`src/sv/vau_pkg.sv`:
```
// ----------------------------------------------------------------------------
// vau_pkg
// Shared constants, control struct and arctangent table for the vector angle
// unit.
// ----------------------------------------------------------------------------
package vau_pkg;

   localparam int COORD_WIDTH_DEF   = 16;
   localparam int ANGLE_BITS_DEF    = 16;
   localparam int CORDIC_STAGES_DEF = 16;

   // Fixed-point guard bits on the CORDIC vector, and size of the atan table.
   localparam int GUARD_SHIFT  = 24;
   localparam int ATAN_ENTRIES = 24;
   // Angle accumulator: 2^TURN_WIDTH units per full turn.
   localparam int TURN_WIDTH   = 32;

   localparam logic [1:0] FUNC_ANGLE  = 2'd0;
   localparam logic [1:0] FUNC_CCW    = 2'd1;
   localparam logic [1:0] FUNC_SIGNED = 2'd2;

   typedef struct packed {
      logic [1:0] func;
      logic       zero_a;
      logic       zero_b;
      logic       neg_a;
      logic       neg_b;
      logic       par;
      logic       same;
   } ctl_type;

   // atan(2^-i) as a fraction of a turn, 2^32 = full turn
   function automatic logic [TURN_WIDTH-1:0] atan_turn(input logic [4:0] idx);
      logic [TURN_WIDTH-1:0] v;
      case (idx)
         5'd0:    v = 32'd536870912;
         5'd1:    v = 32'd316933406;
         5'd2:    v = 32'd167458907;
         5'd3:    v = 32'd85004756;
         5'd4:    v = 32'd42667331;
         5'd5:    v = 32'd21354465;
         5'd6:    v = 32'd10680350;
         5'd7:    v = 32'd5340245;
         5'd8:    v = 32'd2670163;
         5'd9:    v = 32'd1335087;
         5'd10:   v = 32'd667544;
         5'd11:   v = 32'd333772;
         5'd12:   v = 32'd166886;
         5'd13:   v = 32'd83443;
         5'd14:   v = 32'd41722;
         5'd15:   v = 32'd20861;
         5'd16:   v = 32'd10430;
         5'd17:   v = 32'd5215;
         5'd18:   v = 32'd2608;
         5'd19:   v = 32'd1304;
         5'd20:   v = 32'd652;
         5'd21:   v = 32'd326;
         5'd22:   v = 32'd163;
         5'd23:   v = 32'd81;
         default: v = '0;
      endcase
      return v;
   endfunction

endpackage

```
`src/sv/vau_back.sv`:
```
// ----------------------------------------------------------------------------
// vau_back
// Two stages after the CORDIC: round both angles and the root, then form the
// relative angle and select by mode into the output register.
// ----------------------------------------------------------------------------
module vau_back #(
   parameter int COORD_WIDTH = vau_pkg::COORD_WIDTH_DEF,
   parameter int ANGLE_BITS  = vau_pkg::ANGLE_BITS_DEF,
   parameter int SW          = 2 * COORD_WIDTH
) (
   input  logic                           clock,
   input  logic                           reset,
   input  logic                           in_valid,
   output logic                           in_ready,
   input  vau_pkg::ctl_type               in_ctl,
   input  logic [vau_pkg::TURN_WIDTH-1:0] in_za,
   input  logic [vau_pkg::TURN_WIDTH-1:0] in_zb,
   input  logic [SW-1:0]                  in_rem,
   input  logic [SW-1:0]                  in_root,
   output logic                           out_valid,
   input  logic                           out_ready,
   output logic signed [ANGLE_BITS:0]     out_angle,
   output logic [COORD_WIDTH-1:0]         out_length
);
   localparam int TW = vau_pkg::TURN_WIDTH;
   localparam int AB = ANGLE_BITS;
   localparam int CW = COORD_WIDTH;
   localparam logic [TW-1:0] RND      = TW'(1) << (TW - 1 - AB);
   localparam logic [TW-1:0] HALF_TW  = TW'(1) << (TW - 1);
   localparam logic [AB-1:0] HALF     = AB'(1) << (AB - 1);

   logic                 b1_load, b1_v_in, b1_v_ff;
   vau_pkg::ctl_type     b1_ctl_ff;
   logic [TW-1:0]        ta, tb;
   logic [AB-1:0]        b1_ang_a_in, b1_ang_b_in, b1_ang_a_ff, b1_ang_b_ff;
   logic [CW-1:0]        b1_len_in, b1_len_ff;

   logic                 b2_load, b2_v_in, b2_v_ff;
   logic [AB-1:0]        rel;
   logic signed [AB:0]   b2_angle_in, b2_angle_ff;
   logic [CW-1:0]        b2_len_ff;

   assign b2_load  = !b2_v_ff || out_ready;
   assign b1_load  = !b1_v_ff || b2_load;
   assign in_ready = b1_load;
   assign b1_v_in  = b1_load ? in_valid : b1_v_ff;
   assign b2_v_in  = b2_load ? b1_v_ff : b2_v_ff;

   // add the pre-rotation, round half up, wrap to a full turn
   assign ta = (in_ctl.neg_a ? HALF_TW : '0) + in_za + RND;
   assign tb = (in_ctl.neg_b ? HALF_TW : '0) + in_zb + RND;
   assign b1_ang_a_in = in_ctl.zero_a ? '0 : ta[TW-1 -: AB];
   assign b1_ang_b_in = in_ctl.zero_b ? '0 : tb[TW-1 -: AB];
   // remainder above the root means the true root is nearer root + 1
   assign b1_len_in   = in_root[CW-1:0] + CW'(in_rem > in_root);

   always_comb begin
      rel = b1_ang_b_ff - b1_ang_a_ff;
      if (!b1_ctl_ff.zero_a && !b1_ctl_ff.zero_b && b1_ctl_ff.par) begin
         rel = b1_ctl_ff.same ? '0 : HALF;
      end
      unique case (b1_ctl_ff.func)
         vau_pkg::FUNC_ANGLE:  b2_angle_in = {1'b0, b1_ang_a_ff};
         vau_pkg::FUNC_CCW:    b2_angle_in = {1'b0, rel};
         vau_pkg::FUNC_SIGNED: begin
            b2_angle_in = (b1_ctl_ff.zero_a || b1_ctl_ff.zero_b) ? '0 : {rel[AB-1], rel};
         end
         default:              b2_angle_in = '0;
      endcase
   end

   always_ff @(posedge clock) begin
      if (reset) begin
         b1_v_ff <= 1'b0;
         b2_v_ff <= 1'b0;
      end else begin
         b1_v_ff <= b1_v_in;
         b2_v_ff <= b2_v_in;
      end
   end

   always_ff @(posedge clock) begin
      if (b1_load) begin
         b1_ctl_ff   <= in_ctl;
         b1_ang_a_ff <= b1_ang_a_in;
         b1_ang_b_ff <= b1_ang_b_in;
         b1_len_ff   <= b1_len_in;
      end
      if (b2_load) begin
         b2_angle_ff <= b2_angle_in;
         b2_len_ff   <= b1_len_ff;
      end
   end

   assign out_valid  = b2_v_ff;
   assign out_angle  = b2_angle_ff;
   assign out_length = b2_len_ff;

endmodule

```
`config.mk`:
```
export PLATFORM = sky130hd
export DESIGN_NAME = vau_back
export DESIGN_NICKNAME = d
export VERILOG_FILES = /design/src/sv/vau_pkg.sv /design/src/sv/vau_back.sv
export SDC_FILE = /design/constraint.sdc
export NUM_CORES = 1
export LEC_CHECK = 0
export BUFFER_PORTS_ARGS = -buffer_cell sky130_fd_sc_hd__buf_4
export CORE_MARGIN = 10
export CORE_UTILIZATION = 42
export DETAILED_ROUTE_END_ITERATION = 10
export PLACE_DENSITY_LB_ADDON = 0.08
export SYNTH_ARGS = -nofsm -noshare
export SYNTH_HDL_FRONTEND = slang
export SYNTH_SLANG_ARGS = --single-unit
```
`constraint.sdc`:
```
create_clock -name clock -period 7.5 [get_ports clock]
set_input_delay 0.75 -clock clock [delete_from_list [all_inputs] [get_ports clock]]
set_output_delay 0.75 -clock clock [all_outputs]
set_load 0.05 [all_outputs]
```
Word-level counts from Yosys, hierarchy flattened --
Cells that the tools add are included.
Word-level totals: register bits after elaboration 89, input port bits 140, output and inout bits 35, word-level logic and storage cells 37
Operators by class: add/subtract/negate cells 6, $lt $le $gt $ge 1, eq/ne operators 2, mux-type cells 6, reduce and logical (&&, ||, !) cells 10
Operators by type and width (number):
- $add A32 B16 Y32 const B | 2
- $add A32 B32 Y32 | 2
- $mux W32 | 2
- $pmux W17 S3 | 1
- $gt A32 B32 Y1 | 1
- $mux W16 | 2
- $mux W17 | 1
- $add A16 B1 Y16 | 1
- $sub A16 B16 Y16 | 1
- $logic_not A1 Y1 | 4
- $logic_or A1 B1 Y1 | 3
- $eq A2 B1 Y1 const B | 1
- $eq A2 B2 Y1 const B | 1
- $logic_and A1 B1 Y1 | 2
- $logic_not A2 Y1 | 1

Longest topological paths before layout --
word-level depth 6, mapped depth 15, gate-level depth less buffers 15

Least setup slack after synthesis --
No wires, ideal clock.
kind input to output, from in out_ready, to out in_ready, arrival 2274 ps, data required time 6750 ps, slack 4476 ps, cell stages on the path 2, path through nor2b_1 -> nand2_1
On the way: word-level cells in the longest chain between the ends 2
RTL lines:
- start: declaration | line vau_back.sv:21 | input logic out_ready,
- $logic_or A1 B1 Y1 | line vau_back.sv:43 | assign b2_load = !b2_v_ff || out_ready;
- $logic_or A1 B1 Y1 | line vau_back.sv:44 | assign b1_load = !b1_v_ff || b2_load;
- end: declaration | line vau_back.sv:14 | output logic in_ready,
No other way between the ends.

Final worst setup path --
from in in_root[10], to reg b1_len_ff[12] (data pin)
On the way: word-level cells in the longest chain between the ends 2
RTL lines:
- start: declaration | line vau_back.sv:19 | input logic [SW-1:0] in_root,
- $gt A32 B32 Y1 | line vau_back.sv:55 | assign b1_len_in = in_root[CW-1:0] + CW'(in_rem > in_root);
- $add A16 B1 Y16 (*) | line vau_back.sv:55
- named net b1_len_in[12] | line vau_back.sv:36 | logic [CW-1:0] b1_len_in, b1_len_ff;
- end signal: assignment | line vau_back.sv:87 | b1_len_ff <= b1_len_in;
- end: declaration | line vau_back.sv:36
Mark *: on every way through the listed nets, which the timed path passes. The rest lies on a longest branch. A chain may end at the register's enable or synchronous reset.

==> out/metrics.yaml <==
run:
  maxCapViolations: 0
yosys:
  ys_types: 42
  synth_fp_nets: 688
  synth_edf_count: 87
  ys_seq_area_share_pct: 49.8
  synth_cells: 496
  synth.largest_area_cell: "edfxtp_1"
  ys_warn_count: 0
  post_synth.cell_area_avg_um2: 10.7
  synth_area_mm2: 0.00533
  synth.most_common_cell: "edfxtp_1"
  netlist.area_leader.share_pct: 49.0
  synthArstFlopShare_pct: 0
  ys_ff_latch: 89
  ys_top_cells_by_count: "87 x edfxtp_1, 56 x inv_1, 51 x ha_1"
  synth_area_leaders: "edfxtp_1 49%, ha_1 12%, xnor2_1 4.8%"
  synth-main-ff-cell: "edfxtp_1"
die:
  start_util_pct: 42.6
  die_h_um: 133
  chipWidth_um: 133
  std_cell_rows: 41
  ios: 175
  die_area_mm2: 0.0176
  core_mm2: 0.0125
critical_path:
  cp-end-kind: "flip-flop"
  cpMaxStageDelayCell: "nor3_1"
  worst_path_most_repeated_cell: "ha_1"
  crit_path_max_fanout: 4
  critPathKind: "input port to flip-flop"
  arrival_ps: 3330
  cp-start-kind: "input port"
  max_stage_delay_ps: 320
  crit_required_ps: 7590
  crit_path_cell_trace: "buf_4, inv_1, ha_1, nand4_1, nor3_1, o21ai_0, o211ai_1, a221oi_1, a31oi_1, ha_1, ha_1, nand2_1, nor2_1, nand3_1, xnor2_1"
global_route:
  antenna_found_initial: 0
  grt-ovfl-total: 0
  grt_max_degree: 55
  grtUsageTotal_pct: 13.5
  first_global_vias: 4264
  grt_pass1_wl_um: 19500
sta:
  setup_tns_ps: 0
  finalClockSkew_ps: 12.7
  slew_headroom_pct: 33.6
  setup_viol: 0
  worst_pin_slew_ps: 993
  post-route-min-period_ps: 3240
  fmax_ghz: 0.308
  drv_slew: 0
  finalHoldViolCount: 0
  period_share_pct: 43.2
  rsz0062_at_grt: "false"
clock_tree:
  cts_buffers: 9
  cts.sinks: 89
  cts_tree: "done"
  post_cts_resized: 0
  cts_buffer_depth: 2
  cts_max_level: 3
  clk_pin_slew_ps: 60
  clk_latency_ps: 340
  postCtsSetupBuffers: 0
  clock-root-buffer: "clkbuf_16"
  cts_hold_buf: 0
routing:
  dr.pass1.iters: 4
  routedWlPerCell_um: 14.5
  routed_wl_um: 11900
  first_iter_violations: 286
  via_per_inst: 4.85
  ant_nets: 0
  drc: 0
  vias: 4006
finish:
  nNetsFinal: 841
  area_growth_syn_to_layout_pct: 30.3
  fin_cells: 826
  n_fill_cell: 1126
  drive_gt1_share_pct: 24.8
  final_core_util_pct: 55.5
  n_antenna_cell: 0
pwr:
  pwr_density_cell_mw_per_mm2: 204
  p_leak_uw: 0.00315
  ir_drop_v: 0.0000991
placed_design:
  dpl.hpwl_um: 10000
  routabilityCongestion: 0.862
  dp.cells: 810
  io_buffer_count: 144
status:
  status: "completed"
worst_hold_path:
  holdCritPathClass: "flip-flop to flip-flop"
layout make-up:
cell class	instances	area, um^2	area share, %
clock buffers	12	236	3.41
clock inverters	4	77.6	1.12
inverters	56	210	3.03
multi-input cells	347	2460	35.4
flip-flops and latches	89	2650	38.2
well taps	172	215	3.10
repair buffers	146	1100	15.8
cell families after synthesis:
kind of cell / Yosys count / synth area share, %
simple gates: 148 / 13.2
flops: 89 / 49.8
compound gates: 91 / 11.1
fa+ha+maj: 52 / 12.3
xor+xnor: 56 / 9.34
buf+inv: 60 / 4.22
cell usage in the layout (no fill, tap or decap), types with 3 or more instances in the layout:
cell type,count
a21oi_1,21
a31oi_1,3
buf_4,146
nor2b_1,4
edfxtp_1,87
xor2_1,26
nand2_1,32
xnor2_1,29
clkbuf_1,3
nor2_1,45
inv_1,56
or3_1,4
clkbuf_16,9
nor3_1,8
a21o_1,21
o21a_1,5
ha_1,51
o21ai_0,23
and3_1,7
nand4_1,14
and4_1,3
nand3_1,23
worst paths after layout:
path	startpoint	cells after the start	slack, ps	endpoint
setup / recovery	in_root[10]	15	4260	b1_len_ff[12]
hold reg to reg	b1_len_ff[0]	0	420	out_length[0]
hold / removal	b1_len_ff[0]	0	420	out_length[0]
setup reg to reg	b1_ang_b_ff[0]	10	4720	out_angle[12]
report_power, final:
part	total, uW	switching [uW]	internal [uW]
clock	473	179	294
combinational	336	196	140
sequential	609	15.0	595
total	1420	389	1030
registers in the layout, summed over array words and instances (netlist names):
register	cells
b1_ang_a_ff	16
b1_ang_b_ff	16
b1_ctl_ff	6
b1_len_ff	16
b1_v_ff	1
out_angle	17
out_length	16
out_valid	1
critical path: cells and delay by family:
kind / cells / cell delay, ps
xor+xnor: 1 / 130
buf+inv: 2 / 170
compound gates: 4 / 650
fa+ha+maj: 3 / 750
simple gates: 5 / 900
metal layers:
| layer | vias to the layer above | global-route usage, % | share of wire, % |
|---|---|---|---|
| li1 | 2087 | - | - |
| met1 | 1797 | 13.8 | 38 |
| met2 | 108 | 24.4 | 53 |
| met3 | 14 | 5.07 | 7.1 |
| met4 | 0 | 5.44 | 1.9 |
| met5 | - | 0 | 0 |
metrics by stage:
stage	setup WS [ps]	hold WS [ps]	power, uW	instance area (um^2)
after CTS	4200	419	1430	6940
final	4260	418	1420	6940
after global placement	3890	401	951	6630
after floorplan	4480	400	836	5330
after global routing	4010	425	1490	6940
after detailed placement	3820	405	958	6630
No activity file was read; power rests on OpenSTA's default activity.
