$ cat src/sv/vau_pkg.sv
// ----------------------------------------------------------------------------
// vau_pkg
// Shared constants, control struct and arctangent table for the vector angle
// unit.
// ----------------------------------------------------------------------------
package vau_pkg;

   localparam int COORD_WIDTH_DEF   = 16;
   localparam int ANGLE_BITS_DEF    = 16;
   localparam int CORDIC_STAGES_DEF = 16;

   // Fixed-point guard bits on the CORDIC vector, and size of the atan table.
   localparam int GUARD_SHIFT  = 24;
   localparam int ATAN_ENTRIES = 24;
   // Angle accumulator: 2^TURN_WIDTH units per full turn.
   localparam int TURN_WIDTH   = 32;

   localparam logic [1:0] FUNC_ANGLE  = 2'd0;
   localparam logic [1:0] FUNC_CCW    = 2'd1;
   localparam logic [1:0] FUNC_SIGNED = 2'd2;

   typedef struct packed {
      logic [1:0] func;
      logic       zero_a;
      logic       zero_b;
      logic       neg_a;
      logic       neg_b;
      logic       par;
      logic       same;
   } ctl_type;

   // atan(2^-i) as a fraction of a turn, 2^32 = full turn
   function automatic logic [TURN_WIDTH-1:0] atan_turn(input logic [4:0] idx);
      logic [TURN_WIDTH-1:0] v;
      case (idx)
         5'd0:    v = 32'd536870912;
         5'd1:    v = 32'd316933406;
         5'd2:    v = 32'd167458907;
         5'd3:    v = 32'd85004756;
         5'd4:    v = 32'd42667331;
         5'd5:    v = 32'd21354465;
         5'd6:    v = 32'd10680350;
         5'd7:    v = 32'd5340245;
         5'd8:    v = 32'd2670163;
         5'd9:    v = 32'd1335087;
         5'd10:   v = 32'd667544;
         5'd11:   v = 32'd333772;
         5'd12:   v = 32'd166886;
         5'd13:   v = 32'd83443;
         5'd14:   v = 32'd41722;
         5'd15:   v = 32'd20861;
         5'd16:   v = 32'd10430;
         5'd17:   v = 32'd5215;
         5'd18:   v = 32'd2608;
         5'd19:   v = 32'd1304;
         5'd20:   v = 32'd652;
         5'd21:   v = 32'd326;
         5'd22:   v = 32'd163;
         5'd23:   v = 32'd81;
         default: v = '0;
      endcase
      return v;
   endfunction

endpackage

$ cat src/sv/vau_front.sv
// ----------------------------------------------------------------------------
// vau_front
// Two pipeline stages ahead of the CORDIC: products for the squared length
// and the cross product, then half-turn pre-rotation, zero/parallel flags and
// scaling of both vectors.
// ----------------------------------------------------------------------------
module vau_front #(
   parameter int COORD_WIDTH = vau_pkg::COORD_WIDTH_DEF,
   parameter int XW          = COORD_WIDTH + vau_pkg::GUARD_SHIFT + 3,
   parameter int SW          = 2 * COORD_WIDTH
) (
   input  logic                          clock,
   input  logic                          reset,
   input  logic                          in_valid,
   output logic                          in_ready,
   input  logic [1:0]                    in_func,
   input  logic signed [COORD_WIDTH-1:0] in_ax,
   input  logic signed [COORD_WIDTH-1:0] in_ay,
   input  logic signed [COORD_WIDTH-1:0] in_bx,
   input  logic signed [COORD_WIDTH-1:0] in_by,
   output logic                          out_valid,
   input  logic                          out_ready,
   output vau_pkg::ctl_type              out_ctl,
   output logic signed [XW-1:0]          out_xa,
   output logic signed [XW-1:0]          out_ya,
   output logic signed [XW-1:0]          out_xb,
   output logic signed [XW-1:0]          out_yb,
   output logic [SW-1:0]                 out_rem
);
   localparam int CW  = COORD_WIDTH;
   localparam int PAD = XW - CW - 1;

   // stage 1
   logic                 s1_load, s1_v_in, s1_v_ff;
   logic [1:0]           s1_func_ff;
   logic signed [CW-1:0] s1_ax_ff, s1_ay_ff, s1_bx_ff, s1_by_ff;
   logic signed [SW-1:0] s1_sqx_in, s1_sqy_in, s1_c1_in, s1_c2_in;
   logic signed [SW-1:0] s1_sqx_ff, s1_sqy_ff, s1_c1_ff, s1_c2_ff;

   // stage 2
   logic                 s2_load, s2_v_in, s2_v_ff;
   vau_pkg::ctl_type     s2_ctl_in, s2_ctl_ff;
   logic signed [CW:0]   nxa, nya, nxb, nyb;
   logic signed [XW-1:0] s2_xa_in, s2_ya_in, s2_xb_in, s2_yb_in;
   logic signed [XW-1:0] s2_xa_ff, s2_ya_ff, s2_xb_ff, s2_yb_ff;
   logic [SW-1:0]        s2_rem_in, s2_rem_ff;

   assign s2_load  = !s2_v_ff || out_ready;
   assign s1_load  = !s1_v_ff || s2_load;
   assign in_ready = s1_load;
   assign s1_v_in  = s1_load ? in_valid : s1_v_ff;
   assign s2_v_in  = s2_load ? s1_v_ff : s2_v_ff;

   assign s1_sqx_in = in_ax * in_ax;
   assign s1_sqy_in = in_ay * in_ay;
   assign s1_c1_in  = in_ax * in_by;
   assign s1_c2_in  = in_ay * in_bx;

   always_comb begin
      s2_ctl_in.func   = s1_func_ff;
      s2_ctl_in.zero_a = (s1_ax_ff == '0) && (s1_ay_ff == '0);
      s2_ctl_in.zero_b = (s1_bx_ff == '0) && (s1_by_ff == '0);
      s2_ctl_in.neg_a  = s1_ax_ff[CW-1];
      s2_ctl_in.neg_b  = s1_bx_ff[CW-1];
      s2_ctl_in.par    = (s1_c1_ff == s1_c2_ff);
      s2_ctl_in.same   = (!s1_ax_ff[CW-1] && s1_ax_ff != '0 &&
                          !s1_bx_ff[CW-1] && s1_bx_ff != '0) ||
                         (s1_ax_ff[CW-1] && s1_bx_ff[CW-1]) ||
                         (!s1_ay_ff[CW-1] && s1_ay_ff != '0 &&
                          !s1_by_ff[CW-1] && s1_by_ff != '0) ||
                         (s1_ay_ff[CW-1] && s1_by_ff[CW-1]);
   end

   // bring x to x >= 0 by a half turn, then scale into the guard bits
   assign nxa = s1_ax_ff[CW-1] ? -{s1_ax_ff[CW-1], s1_ax_ff} : {s1_ax_ff[CW-1], s1_ax_ff};
   assign nya = s1_ax_ff[CW-1] ? -{s1_ay_ff[CW-1], s1_ay_ff} : {s1_ay_ff[CW-1], s1_ay_ff};
   assign nxb = s1_bx_ff[CW-1] ? -{s1_bx_ff[CW-1], s1_bx_ff} : {s1_bx_ff[CW-1], s1_bx_ff};
   assign nyb = s1_bx_ff[CW-1] ? -{s1_by_ff[CW-1], s1_by_ff} : {s1_by_ff[CW-1], s1_by_ff};

   assign s2_xa_in  = {{PAD{nxa[CW]}}, nxa} << vau_pkg::GUARD_SHIFT;
   assign s2_ya_in  = {{PAD{nya[CW]}}, nya} << vau_pkg::GUARD_SHIFT;
   assign s2_xb_in  = {{PAD{nxb[CW]}}, nxb} << vau_pkg::GUARD_SHIFT;
   assign s2_yb_in  = {{PAD{nyb[CW]}}, nyb} << vau_pkg::GUARD_SHIFT;
   assign s2_rem_in = $unsigned(s1_sqx_ff) + $unsigned(s1_sqy_ff);

   always_ff @(posedge clock) begin
      if (reset) begin
         s1_v_ff <= 1'b0;
         s2_v_ff <= 1'b0;
      end else begin
         s1_v_ff <= s1_v_in;
         s2_v_ff <= s2_v_in;
      end
   end

   always_ff @(posedge clock) begin
      if (s1_load) begin
         s1_func_ff <= in_func;
         s1_ax_ff   <= in_ax;
         s1_ay_ff   <= in_ay;
         s1_bx_ff   <= in_bx;
         s1_by_ff   <= in_by;
         s1_sqx_ff  <= s1_sqx_in;
         s1_sqy_ff  <= s1_sqy_in;
         s1_c1_ff   <= s1_c1_in;
         s1_c2_ff   <= s1_c2_in;
      end
      if (s2_load) begin
         s2_ctl_ff <= s2_ctl_in;
         s2_xa_ff  <= s2_xa_in;
         s2_ya_ff  <= s2_ya_in;
         s2_xb_ff  <= s2_xb_in;
         s2_yb_ff  <= s2_yb_in;
         s2_rem_ff <= s2_rem_in;
      end
   end

   assign out_valid = s2_v_ff;
   assign out_ctl   = s2_ctl_ff;
   assign out_xa    = s2_xa_ff;
   assign out_ya    = s2_ya_ff;
   assign out_xb    = s2_xb_ff;
   assign out_yb    = s2_yb_ff;
   assign out_rem   = s2_rem_ff;

endmodule

$ cat config.mk
export PLATFORM = sky130hd
export DESIGN_NAME = vau_front
export DESIGN_NICKNAME = d
export VERILOG_FILES = /design/src/sv/vau_pkg.sv /design/src/sv/vau_front.sv
export SDC_FILE = /design/constraint.sdc
export NUM_CORES = 2
export LEC_CHECK = 0
export BUFFER_PORTS_ARGS = -buffer_cell sky130_fd_sc_hd__buf_2
export CORE_ASPECT_RATIO = 0.9
export CORE_MARGIN = 4
export CORE_UTILIZATION = 40
export DETAILED_ROUTE_END_ITERATION = 8
export SYNTH_ARGS = -nofsm -noshare
export SYNTH_HDL_FRONTEND = slang
export SYNTH_SLANG_ARGS = --single-unit
$ cat constraint.sdc
create_clock -name clock -period 8.6 [get_ports clock]
set_clock_uncertainty 0.2 [all_clocks]
set_input_delay 1.72 -clock clock [delete_from_list [all_inputs] [get_ports clock]]
set_output_delay 1.72 -clock clock [all_outputs]
set_load 0.1 [all_outputs]
# ---- Yosys cells after proc, flatten, opt, wreduce, memory -nomap -nowiden
# Cells that the tools add are included.
# W data, S select, Z words.
dict set report totals {
  latch_bits 0
  ff_bits 304
  n_memories 0
  input_bits 70
  word_cells 68
  mem_bits_rw 0
  mem_bits_ro 0
}
dict set report classes {
  n_mul 4
  bitwise_logic 0
  div 0
  reduce_logical 29
  order_cmp 0
  shift 0
  eq_ne 1
  add_sub_neg 5
  mux 4
}
# cell count
set op_table {}
lappend op_table {{$mul A16 B16 Y32} 4}
lappend op_table {{$mux W17} 4}
lappend op_table {{$neg A17 Y17} 4}
lappend op_table {{$logic_not A16 Y1} 4}
lappend op_table {{$reduce_bool A16 Y1} 4}
lappend op_table {{$add A32 B32 Y32} 1}
lappend op_table {{$eq A32 B32 Y1} 1}
lappend op_table {{$logic_and A1 B1 Y1} 10}
lappend op_table {{$logic_not A1 Y1} 6}
lappend op_table {{$logic_or A1 B1 Y1} 5}

# ---- Longest topological paths before layout
dict set report depth {
  depth_word 7
  mapped_depth 26
}

# ---- Worst setup path after synthesis
# Ideal clock, no wire load.
dict set report synth_timing {
  kind {input to output}
  start {input port out_ready}
  end {output port in_ready}
  stages 2
  t_arrival_ns 6.380
  t_required_ns 6.680
  path_slack_ns 0.300
  path_buffers 0
  cell_sequence {nor2b_1 > nand2_1}
}
dict set report synth_between {
  elab_chain_len 2
}
# element line
set synth_lines {}
lappend synth_lines {{from (decl)} vau_front.sv:22} ;# input logic out_ready,
lappend synth_lines {{$logic_or A1 B1 Y1} vau_front.sv:48} ;# assign s2_load = !s2_v_ff || out_ready;
lappend synth_lines {{$logic_or A1 B1 Y1} vau_front.sv:49} ;# assign s1_load = !s1_v_ff || s2_load;
lappend synth_lines {{to (decl)} vau_front.sv:15} ;# output logic in_ready,
# No other way between the ends.

# ---- Worst setup path after layout
dict set report layout_timing {
  start {input port in_ay[7]}
  end {register s1_sqy_ff[24] (data pin)}
}
dict set report layout_between {
  elab_chain_len 1
}
# element line
set layout_lines {}
lappend layout_lines {{from (decl)} vau_front.sv:18} ;# input logic signed [COORD_WIDTH-1:0] in_ay,
lappend layout_lines {{$mul A16 B16 Y32} vau_front.sv:55} ;# assign s1_sqy_in = in_ay * in_ay;
lappend layout_lines {{named net s1_sqy_in[24]} vau_front.sv:37} ;# logic signed [SW-1:0] s1_sqx_in, s1_sqy_in, s1_c1_in, s1_c2_in;
lappend layout_lines {{to (signal assigned)} vau_front.sv:104} ;# s1_sqy_ff <= s1_sqy_in;
lappend layout_lines {{to (decl)} vau_front.sv:38} ;# logic signed [SW-1:0] s1_sqx_ff, s1_sqy_ff, s1_c1_ff, s1_c2_ff;
# The timed path passes the listed nets, and every way through them passes these cells.
# A chain may end at the register's enable or synchronous reset.

==> results.tsv <==
metric	value	unit
min_period_over_period	0.909	
critPathLaunch	in_ay[7]	
max-cap-violations	0	
root_buffer	clkbuf_16	
synth.distinct_cells	65	
dp.final_hpwl	103	mm
wl_met3	7.89	mm
critPathKind	input pin to flip-flop	
io_pins	284	
antenna_found_initial	13	
slowest_delay	0.60	ns
ys_async_sr_fraction	0	
grt_pass1_vias	35405	
clock_sinks	300	
syn_area_per_cell	10.1	sq um
grt_pass1_wl	201	mm
synth_edf_count	298	
dr_wl_met2	56.9	mm
critPathMaxFanout	17	
grt_max_degree	117	
hold_viol	0	
cts_setup_buffers	0	
synth.yosys.warnings	0	
synthCells	4933	
numCtsBuffers	39	
crit_chain	buf_2, inv_1, fa_1, inv_1, fa_1, inv_1, fa_1, inv_1, fa_1, fa_1, inv_1, fa_1, inv_1, ha_1, or4_1, a211oi_1, o311ai_1, a221oi_1, o21bai_1, a21oi_1, xnor2_1	
num_vias	32572	
syn_area	49900	sq um
die_h	343	um
fillers	11790	
ctsResizeCount	0	
drcViolationCount	0	
die_w	380	um
core	123000	sq um
area_delta_synth_final	7.92	%
start_util	0.404	
cp-end-kind	flip-flop	
worst_slack	0.785	ns
num_rows	122	
fin_crit	7.82	ns
seq_area_frac_synth	0.180	
start_kind	input pin	
outcome	complete, no violations	
insertion_delay	0.61	ns
clk_path_buf_depth	3	
drive_gt1_frac	0.0693	
viasPerCell	4.83	
port_buffers	187	
hold_buffers	0	
arrival	7.96	ns
path_clk_slew	0.07	ns
max_slew.worst_pin.slew	1.10	ns
synth_top_area_frac	0.398	
final_max_slew_viol_count	0	
rsz0062_at_grt	no	
track_usage	0.196	
place_congestion	0.887	
setup_tns	0	ns
cp_data_required_time	8.74	ns
gr-total-overflow	0	
dp_slack	0.273	ns
maxSlewHeadroom	0.263	
r2r-start	s1_ax_ff[7]	
cts-htree-levels	2	
yosys_most_used_dff	edfxtp_1	
synth-seq-cells	300	
drtIter0Drc	1993	
synth.largest_area_cell	fa_1	
hp-class	flip-flop to flip-flop	
fmax	128	MHz
drt_first_pass_iters	7	
slowest_stage	fa_1	
ant_nets	0	
cts_tree	done	
wl_per_cell	18.3	um
fin_nets	6533	
worstHoldStart	s1_func_ff[0]	
met1_length	56.2	mm
wirelength	123	mm
topRoutingLayerUsed	met5	
yosys-top-cells-area	fa_1 40%, edfxtp_1 18%, ha_1 9.5%	
die-area	130000	sq um
finalSetupViolCount	0	
==> final timing paths <==
kind	slack, ns	to	cells after the start
worst min-delay path	0.22	out_ctl[6]	0
worst max register to register	4.78	out_ctl[0]	9
worst min register to register	0.22	out_ctl[6]	0
worst max-delay path	0.78	s1_sqy_ff[24]	21
==> area by class of cell <==
cell class	instances	area, sq um	area share
Timing Repair Buffer	269	1610	0.0300
Sequential cell	300	8990	0.167
Tap cell	1612	2020	0.0374
Antenna cell	5	12.5	0.000232
Clock buffer	46	1020	0.0190
Inverter	1252	4700	0.0874
Clock inverter	24	229	0.00425
Multi-Input combinational cell	3229	35300	0.655
==> per-stage QoR <==
step            util  cells  area, sq um  hold WS [ns]
2_1_floorplan      -   5029        50300         0.200
3_3_place_gp   0.426   6662        52600         0.204
3_5_place_dp   0.426   6662        52600         0.206
4_1_cts        0.436   6732        53800         0.225
5_1_grt        0.436   6732        53800         0.238
6_report       0.436   6737        53900         0.224
==> layout by cell type (no fill, tap or decap), drive strengths merged, types with 4 or more instances in the layout <==
cell     synthesis  routed
inv           1250    1254
fa             993     993
nand2          462     462
ha             379     379
and2           323     323
edfxtp         298     298
buf            107     269
xnor2          189     189
nor2           149     149
a21oi          116     116
conb             1      97
xor2            78      78
o21ai           74      74
a21o            60      60
clkbuf         141      46
nand3           23      23
nor3            23      23
nand2b          23      23
nor2b           22      22
o31ai           22      22
a211oi          21      21
o21a            19      19
o21bai          19      19
clkinv           2      16
nor4            13      13
or4             12      12
and3            12      12
a31oi           11      11
nand4           11      11
a31o            10      10
or3              9       9
o41ai            8       8
a211o            6       6
diode            0       5
or2              5       5
o211ai           5       5
a221o            4       4
o2111ai          4       4
==> state kept, by name (all words and copies together) (netlist names) <==
name	cells
s1_by_ff	16
s1_v_ff	1
s1_ax_ff	16
s1_bx_ff	16
s1_func_ff	2
s1_c1_ff	32
out_rem	32
out_xb	17
out_xa	17
out_ctl	8
s1_ay_ff	16
out_ya	17
out_yb	17
s1_sqx_ff	30
out_valid	1
s1_c2_ff	32
s1_sqy_ff	30
==> synth_stat cells (3+ instances only) <==
library cell,number
inv_1,1250
xor2_1,78
and3_1,11
o21bai_1,19
xnor2_1,189
nand3b_1,3
o41ai_1,7
o21a_1,19
edfxtp_1,298
o21ai_1,7
ha_1,379
nand4_1,11
nor2_1,149
and2_1,323
a21o_1,60
or3_1,9
a211oi_2,3
nor3_1,23
a31oi_1,11
a21oi_1,116
buf_4,104
a211o_1,6
o21ai_0,67
a31o_2,9
or4_1,12
nand2_1,462
o211ai_1,5
nor4_1,13
nor3b_1,3
nand2b_1,23
o31ai_1,20
a211oi_1,18
a221o_1,4
fa_1,993
buf_1,3
nor2b_1,22
o2111ai_1,4
or2_2,5
clkbuf_1,141
nand3_1,23
==> layer usage <==
metal	up-vias	track usage
li1	15006	-
met1	16585	0.280
met2	837	0.319
met3	140	0.0315
met4	4	0.0380
met5	-	0
==> kinds of logic (layout without fill, tap and decap cells) <==
group | Yosys count | count (layout) | share of synthesized area
buf+inv | 1500 | 1591 | 0.121
fa+ha+maj | 1372 | 1372 | 0.493
simple gates | 1095 | 1095 | 0.106
compound gates | 396 | 396 | 0.0524
flops | 300 | 300 | 0.180
xor+xnor | 267 | 267 | 0.0469
mux | 2 | 2 | 0.000401
other cells | 1 | 102 | 0.0000751
==> critical path, delay by kind of cell <==
kind                     cells  cell delay (ns)
AND/OR/NAND/NOR              1             0.48
XOR/XNOR                     1             0.09
AO/OA/AOI/OAI                5             1.50
adder cells (fa/ha/maj)      7             3.27
buffers and inverters        7             0.90
Power is not shown: default switching activity piles up to over one toggle a cycle in this logic, so the estimate is an artifact.
